===== config.mk =====
export PLATFORM = sky130hd
export DESIGN_NAME = tcp_ip_checksum_engine
export DESIGN_NICKNAME = d
export VERILOG_FILES = /design/src/rtl/core/tcpck_pkg.sv /design/src/rtl/core/tcp_ip_checksum_engine.sv
export SDC_FILE = /design/constraint.sdc
export NUM_CORES = 1
export LEC_CHECK = 0
export BUFFER_PORTS_ARGS = -buffer_cell sky130_fd_sc_hd__buf_2
export CORE_MARGIN = 3
export CORE_UTILIZATION = 60
export CTS_BUF_LIST = sky130_fd_sc_hd__clkbuf_4 sky130_fd_sc_hd__clkbuf_8
export CTS_CLUSTER_DIAMETER = 30
export DETAILED_ROUTE_END_ITERATION = 16
export PLACE_DENSITY = 0.85
export SYNTH_ARGS = -nofsm -noshare
export SYNTH_HDL_FRONTEND = slang
export SYNTH_SLANG_ARGS = --single-unit

===== constraint.sdc =====
create_clock -name i_clk -period 13.2 [get_ports i_clk]
set_input_delay 0.66 -clock i_clk [delete_from_list [all_inputs] [get_ports i_clk]]
set_output_delay 0.66 -clock i_clk [all_outputs]
set_load 0.02 [all_outputs]

===== src/rtl/core/tcpck_pkg.sv =====
// types, constants and ones-complement helper for the tcp/ip checksum engine
`timescale 1ns / 1ps

package tcpck_pkg;

    localparam int unsigned WordW    = 16;
    localparam int unsigned CountW   = 2;
    localparam logic [3:0]  MinIhl   = 4'd5;
    localparam logic [7:0]  ProtoTcp = 8'd6;

    // header word positions
    localparam logic [WordW-1:0] IdxVerIhl   = 16'd0;
    localparam logic [WordW-1:0] IdxTotalLen = 16'd1;
    localparam logic [WordW-1:0] IdxProto    = 16'd4;
    localparam logic [WordW-1:0] IdxHdrCsum  = 16'd5;
    localparam logic [WordW-1:0] IdxSrcFirst = 16'd6;
    localparam logic [WordW-1:0] IdxDstLast  = 16'd9;
    localparam logic [WordW-1:0] TcpCsumOfs  = 16'd8;
    localparam logic [WordW-1:0] IdxMax      = 16'hffff;

    // snapshot taken on the last word of a packet
    typedef struct packed {
        logic [WordW-1:0] hdr_acc;
        logic [WordW-1:0] seg_acc;
        logic [WordW-1:0] tcp_len;
        logic [WordW-1:0] total;
        logic [WordW+1:0] bytes;
        logic             is_tcp;
    } t_final;

    // one result transfer
    typedef struct packed {
        logic [WordW-1:0] ip_header_sum;
        logic [WordW-1:0] segment_sum;
        logic             is_tcp;
        logic             length_error;
    } t_result;

    function automatic logic [WordW-1:0] oc_add(
        input logic [WordW-1:0] a,
        input logic [WordW-1:0] b
    );
        logic [WordW:0]   s;
        logic [WordW-1:0] r;
        s = {1'b0, a} + {1'b0, b};
        r = s[WordW-1:0] + {{(WordW-1){1'b0}}, s[WordW]};
        return r;
    endfunction

endpackage


===== src/rtl/core/tcp_ip_checksum_engine.sv =====
// top level of the tcp/ip checksum engine: header parse, running sums, result queue
//
// channel  dir  tdata                 tuser                     tlast
// s        in   [15:0] word           [0] odd_tail              last
// m        out  [15:0] ip_header_sum  [0] is_tcp                -
//               [31:16] segment_sum   [1] length_error
//
// one word per cycle while o_s_tready is high; a result leaves through the stages below after its last word
// stage one registers the word, stage two updates the sums, stage three folds in
// the pseudo-header length and feeds a two-entry output queue
// i_rst_n is synchronous and clears all packet state and the queue
// the input stalls only while a last word waits on a finishing stage held by a full queue
`timescale 1ns / 1ps

module tcp_ip_checksum_engine import tcpck_pkg::*; (
    input  logic        i_clk,
    input  logic        i_rst_n,
    input  logic        i_s_tvalid,
    output logic        o_s_tready,
    input  logic [15:0] i_s_tdata,   // [15:0] word
    input  logic        i_s_tlast,
    input  logic        i_s_tuser,   // [0] odd_tail
    output logic        o_m_tvalid,
    input  logic        i_m_tready,
    output logic [31:0] o_m_tdata,   // [15:0] ip_header_sum, [31:16] segment_sum
    output logic [1:0]  o_m_tuser    // [0] is_tcp, [1] length_error
);

    // input register
    logic             r_s1_valid;
    logic [WordW-1:0] r_s1_word;
    logic             r_s1_last;
    logic             r_s1_odd;

    // packet state
    logic [WordW-1:0] r_word_index;
    logic [3:0]       r_header_words;
    logic [WordW-1:0] r_total_bytes;
    logic [7:0]       r_proto_seen;
    logic [WordW-1:0] r_header_acc;
    logic [WordW-1:0] r_segment_acc;

    // finishing stage
    logic             r_s2_valid;
    t_final           r_s2;

    // output queue
    t_result          r_fifo [2];
    logic             r_wr_ptr;
    logic             r_rd_ptr;
    logic [CountW-1:0] r_cnt;

    logic             s_accept;
    logic             s1_move;
    logic             s2_move;
    logic             m_pop;

    logic [WordW-1:0] w;
    logic [WordW-1:0] idx;
    logic [3:0]       n_header_words;
    logic [WordW-1:0] n_total_bytes;
    logic [7:0]       n_proto_seen;
    logic [3:0]       eff;
    logic [WordW-1:0] hw2;
    logic [WordW-1:0] hw2_tcp;
    logic             in_hdr;
    logic             add_hdr;
    logic             add_seg;
    logic [WordW-1:0] n_header_acc;
    logic [WordW-1:0] n_segment_acc;
    logic [WordW-1:0] n_word_index;
    t_final           n_s2;

    logic [WordW-1:0] seg_p6;
    logic [WordW-1:0] seg_sum;
    t_result          res;
    t_result          head;

    // handshakes
    assign s2_move    = r_s2_valid && (r_cnt != CountW'(2));
    assign s1_move    = r_s1_valid && (!r_s1_last || !r_s2_valid || s2_move);
    assign o_s_tready = !r_s1_valid || !r_s1_last || !r_s2_valid || (r_cnt != CountW'(2));
    assign s_accept   = i_s_tvalid && o_s_tready;
    assign m_pop      = o_m_tvalid && i_m_tready;

    // header parse and running sums
    always_comb begin
        w   = (r_s1_last && r_s1_odd) ? {r_s1_word[15:8], 8'h00} : r_s1_word;
        idx = r_word_index;

        n_header_words = (idx == IdxVerIhl)   ? w[11:8]  : r_header_words;
        n_total_bytes  = (idx == IdxTotalLen) ? w        : r_total_bytes;
        n_proto_seen   = (idx == IdxProto)    ? w[7:0]   : r_proto_seen;

        eff     = (n_header_words < MinIhl) ? MinIhl : n_header_words;
        hw2     = {11'd0, eff, 1'b0};
        hw2_tcp = hw2 + TcpCsumOfs;
        in_hdr  = idx < hw2;
        add_hdr = in_hdr && (idx != IdxHdrCsum);
        add_seg = in_hdr ? ((idx >= IdxSrcFirst) && (idx <= IdxDstLast))
                         : (idx != hw2_tcp);

        n_header_acc  = add_hdr ? oc_add(r_header_acc, w) : r_header_acc;
        n_segment_acc = add_seg ? oc_add(r_segment_acc, w) : r_segment_acc;
        n_word_index  = (idx == IdxMax) ? idx : idx + 16'd1;

        n_s2.hdr_acc = n_header_acc;
        n_s2.seg_acc = n_segment_acc;
        n_s2.tcp_len = n_total_bytes - {10'd0, eff, 2'b00};
        n_s2.total   = n_total_bytes;
        n_s2.bytes   = {1'b0, idx, 1'b0} + 18'd2 - {17'd0, r_s1_odd};
        n_s2.is_tcp  = (n_proto_seen == ProtoTcp);
    end

    // pseudo-header fold and result
    always_comb begin
        seg_p6  = oc_add(r_s2.seg_acc, {8'd0, ProtoTcp});
        seg_sum = oc_add(seg_p6, r_s2.tcp_len);

        res.ip_header_sum = ~r_s2.hdr_acc;
        res.segment_sum   = r_s2.is_tcp ? ~seg_sum : '0;
        res.is_tcp        = r_s2.is_tcp;
        res.length_error  = (r_s2.bytes != {2'b00, r_s2.total});
    end

    always_ff @(posedge i_clk) begin
        if (!i_rst_n) begin
            r_s1_valid <= 1'b0;
        end else if (s_accept) begin
            r_s1_valid <= 1'b1;
        end else if (s1_move) begin
            r_s1_valid <= 1'b0;
        end
    end

    always_ff @(posedge i_clk) begin
        if (s_accept) begin
            r_s1_word <= i_s_tdata;
            r_s1_last <= i_s_tlast;
            r_s1_odd  <= i_s_tuser;
        end
    end

    always_ff @(posedge i_clk) begin
        if (!i_rst_n) begin
            r_word_index   <= '0;
            r_header_words <= '0;
            r_total_bytes  <= '0;
            r_proto_seen   <= '0;
            r_header_acc   <= '0;
            r_segment_acc  <= '0;
        end else if (s1_move) begin
            if (r_s1_last) begin
                r_word_index   <= '0;
                r_header_words <= '0;
                r_total_bytes  <= '0;
                r_proto_seen   <= '0;
                r_header_acc   <= '0;
                r_segment_acc  <= '0;
            end else begin
                r_word_index   <= n_word_index;
                r_header_words <= n_header_words;
                r_total_bytes  <= n_total_bytes;
                r_proto_seen   <= n_proto_seen;
                r_header_acc   <= n_header_acc;
                r_segment_acc  <= n_segment_acc;
            end
        end
    end

    always_ff @(posedge i_clk) begin
        if (!i_rst_n) begin
            r_s2_valid <= 1'b0;
        end else if (s1_move && r_s1_last) begin
            r_s2_valid <= 1'b1;
        end else if (s2_move) begin
            r_s2_valid <= 1'b0;
        end
    end

    always_ff @(posedge i_clk) begin
        if (s1_move && r_s1_last) begin
            r_s2 <= n_s2;
        end
    end

    // two-entry output queue
    always_ff @(posedge i_clk) begin
        if (s2_move) begin
            r_fifo[r_wr_ptr] <= res;
        end
    end

    always_ff @(posedge i_clk) begin
        if (!i_rst_n) begin
            r_wr_ptr <= 1'b0;
            r_rd_ptr <= 1'b0;
            r_cnt    <= '0;
        end else begin
            if (s2_move) begin
                r_wr_ptr <= ~r_wr_ptr;
            end
            if (m_pop) begin
                r_rd_ptr <= ~r_rd_ptr;
            end
            unique case ({s2_move, m_pop})
                2'b10:   r_cnt <= r_cnt + CountW'(1);
                2'b01:   r_cnt <= r_cnt - CountW'(1);
                default: r_cnt <= r_cnt;
            endcase
        end
    end

    assign head       = r_fifo[r_rd_ptr];
    assign o_m_tvalid = (r_cnt != '0);
    assign o_m_tdata  = {head.segment_sum, head.ip_header_sum};
    assign o_m_tuser  = {head.length_error, head.is_tcp};

`ifndef SYNTHESIS
    a_cnt_bound: assert property (@(posedge i_clk) disable iff (!i_rst_n)
        r_cnt != CountW'(3))
        else $error("output queue count out of range");

    a_no_overflow: assert property (@(posedge i_clk) disable iff (!i_rst_n)
        (r_cnt == CountW'(2)) |-> !s2_move)
        else $error("push into full output queue");

    a_stall_cause: assert property (@(posedge i_clk) disable iff (!i_rst_n)
        !o_s_tready |-> (r_s1_valid && r_s1_last && r_s2_valid && !s2_move))
        else $error("input stalled without a blocked last word");

    a_restart: assert property (@(posedge i_clk) disable iff (!i_rst_n)
        (s1_move && r_s1_last) |=> (r_word_index == '0) && r_s2_valid)
        else $error("packet state not restarted after last word");

    a_pop_valid: assert property (@(posedge i_clk) disable iff (!i_rst_n)
        (r_cnt == '0) |-> !m_pop)
        else $error("pop from empty output queue");
`endif

endmodule


==> summary.md <==
| Metric | Value |
|---|---|
| Wire per inst | ~18 um |
| Main combinational cell family by area after synthesis | simple AND/OR/NAND/NOR gates |
| Worst Setup Start Kind | flip-flop |
| Fmax | 148 MHz |
| Highest-delay cell along the critical path | ha_1 |
| Clk buf depth | 3 |
| Post-synth ARST share | 0% |
| Area Overhead vs Synth | 11.6% |
| Vias per inst | ~6 |
| Synth top area share | 33.3% |
| Crit Path Max Fanout | 10 |
| Initial antenna violation count | 0 |
| Most numerous cell on the critical path | ha_1 |
| DP Cell Count | 1,784 |
| #FFs+latches synth | 250 |
| Remaining global-route overflow | 0 |
| Synth warn | 0 |
| Crit Path Category | reg -> reg |
| DRT antenna net count | 0 |
| Simple-Gate Fraction of Synth Area | 15.0% |
| Synth Cell Area | 15,000 um2 |
| Ports | 58 |
| EDFF count, synth | 167 |
| Fin. max-slew vios | 0 |
| Post-synthesis cell type count | 84 |
| Total routed wirelength | 33,600 um |
| Worst-Skew Late Latency | 0.57 ns |
| Static Leak | 6.57 nW |
| DR DRC count | 0 |
| PostCTS Resize Cnt | 0 |
| Nets@finish | around 1,700 |
| Post-Syn Area per Cell | roughly 11 um2 |
| Clock skew | 0.0265 ns |
| # Post-CTS Setup Buffers | 0 |
| # setup viols final | 0 |
| Slew @ Worst Pin | 1.02 ns |
| Post-Synth Adder-Cell Area | 10.3% |
| Worst Hold Depth | 1 |
| Hold_ws | roughly 0.26 ns |
| Layout cells sized above 1 | 15.7% |
| FP Rows | 57 |
| Diode count | 0 |
| Crit. End Element | flip-flop |
| Via count of the first global-routing pass | 10,700 |
| Critical Path Max Stage Delay | ~0.49 ns |
| Final Hold Viols | 0 |
| TNS Setup | 0 ns |
| Tot GR Track Use | 24.9% |
| TritonCTS clock tree | done |
| Routability cong. | ~0.90 |
| Yosys top cell by area | edfxtp_1 |
| Core area | 24,500 um2 |
| Top cells by count, synth | edfxtp_1, ha_1, xnor2_1 |
| Synth Area in XOR/XNOR | 8.49% |
| Fin crit period | 6.77 ns |
| Syn nets | 1,572 |
| # hold bufs at CTS | 0 |
| R2R cell count | 29 |
| RSZ-0062 raised after global routing | no |
| Pwr/cell area | 122 nW/um2 |
| Most numerous cell in the Yosys netlist | edfxtp_1 |
| Max-Slew Margin vs Limit | roughly 32% |
| Synth Area in Compound Gates | between 10 and 15% |
| Max Cap Viol | 0 |
| Register area share after synthesis | 44.4% |
| Die Width | 164 um |
| First-pass GRT wire length | between 50,000 and 60,000 um |
| Largest net degree at the start of global routing | 74 |
| Final worst-path cycle share | 51.3% |
| Detail Placement HPWL | about 24,000 um |
| Top post-synthesis cells by area | edfxtp_1, dfxtp_1, ha_1 |
| DRT iter0 DRCs | a little over 800 |
| Die height | 164 um |
| Reg2Reg Setup Slack | ~6.4 ns |
| Worst Path Arrival | 7.12 ns |
| CP Data Required Time | 13.55 ns |
| Port Buffer Count | 57 |
| Die area | 27,000 um2 |
| CTS sink count | 250 |
| Final Core Density | 68.7% |
| Top FF cell, synth | edfxtp_1 |
| Worst-path clk slew | 0.07 ns |
| H-tree depth | 2 |
| FILL cells | 1,751 |
| Min-Delay Path Class | in -> reg |
| CTS Buf Count | 47 |
| Clock root buffer | clkbuf_8 |
| Starting Density | 61.5% |
| Final Non-Filler Cells | ~1,900 |
| Cells after synthesis | approximately 1,400 |
| Drt first pass iters | 7 |
| Status | complete, no violations |
| Vias | ~11,000 |
| Peak supply drop | 0.0928 mV |
| Multiplexer share of the synthesized area | 4.87% |
==> cells in the final DEF, fill, tap and decap left out, types with 8 or more instances in the layout <==
master / n
and3_1: 12
inv_1: 82
ha_1: 117
mux2i_1: 9
o21a_1: 19
nand2_1: 88
nor3_1: 34
nor4_1: 9
a22oi_1: 44
a21oi_1: 58
a211oi_1: 17
a211o_1: 10
xor2_1: 39
and2_1: 18
buf_4: 13
or2_2: 8
o21ai_0: 43
edfxtp_1: 167
nand4_1: 18
xnor2_1: 105
or3_1: 12
clkbuf_8: 51
nand2b_1: 10
a21o_1: 17
nand3_1: 39
nor2b_1: 61
o21bai_1: 11
dfxtp_1: 83
buf_2: 57
nor2_1: 89
mux2_2: 57
==> per-stage QoR <==
stage                     cell area [um2]  total power, W  setup slack [ns]
after CTS                           16800         0.00205              6.56
after floorplan                     15000         0.00110              7.19
final                               16800         0.00204              6.43
after global placement              15700         0.00116              6.94
after detailed placement            15700         0.00117              6.60
after global routing                16800         0.00211              5.99
==> worst paths after layout <==
path,start,end
min reg2reg,r_segment_acc[15],r_segment_acc[15]
min,i_s_tdata[5],r_s1_word[5]
max,r_s2[54],r_fifo[0][14]
max reg2reg,r_s2[54],r_fifo[0][14]
==> power by group <==
group / switching [W] / total (W) / leakage, nW / internal (W)
clock network: 0.000351 / 0.000877 / 0.565 / 0.000526
registers: 0.0000203 / 0.000885 / 2.21 / 0.000865
logic: 0.000168 / 0.000279 / 3.80 / 0.000111
total: 0.000540 / 0.00204 / 6.57 / 0.00150
==> routing by layer <==
| layer | up-vias | track usage, % | part of all wire, % |
|---|---|---|---|
| met1 | 5332 | 33.4 | 43 |
| li1 | 5393 | - | - |
| met5 | - | 0 | 0 |
| met2 | 399 | 41.7 | 48 |
| met3 | 85 | 4.29 | 6.9 |
| met4 | 0 | 7.34 | 2.3 |
==> cells by family after synthesis <==
kind of cell	Yosys count
multiplexers	66
buffers and inverters	121
AND/OR/NAND/NOR	434
XOR/XNOR	145
flip-flops	250
adder cells (fa/ha/maj)	121
AO/OA/AOI/OAI	292
==> worst max-delay path: cells and delay by family, from the launching register on <==
kind / cells / cell delay, ns
and+or+nand+nor: 12 / 2.77
AOI/OAI and AO/OA: 10 / 1.78
adders and majority gates: 5 / 1.29
DFF: 1 / 0.46
xor gates and xnor gates: 1 / 0.15
buffers and inverters: 1 / 0.10
==> cell type report <==
class	count	area, um2	area share, %
clock buffers	58	754	4.49
multi-input cells	1058	7910	47.1
repair buffers	70	383	2.28
flip-flops and latches	250	6680	39.8
clock inverters	28	362	2.15
inverters	82	308	1.83
well taps	324	405	2.41
==> registers in the layout, indices dropped and copies added (netlist names), 2 cells and up, named ones only <==
name	count
r_s2	81
r_fifo	68
idx	16
r_header_acc	16
r_s1_word	16
r_segment_acc	16
r_total_bytes	16
r_proto_seen	8
r_header_words	4
r_cnt	2
Note: power is estimated with default switching activity, not from simulation.
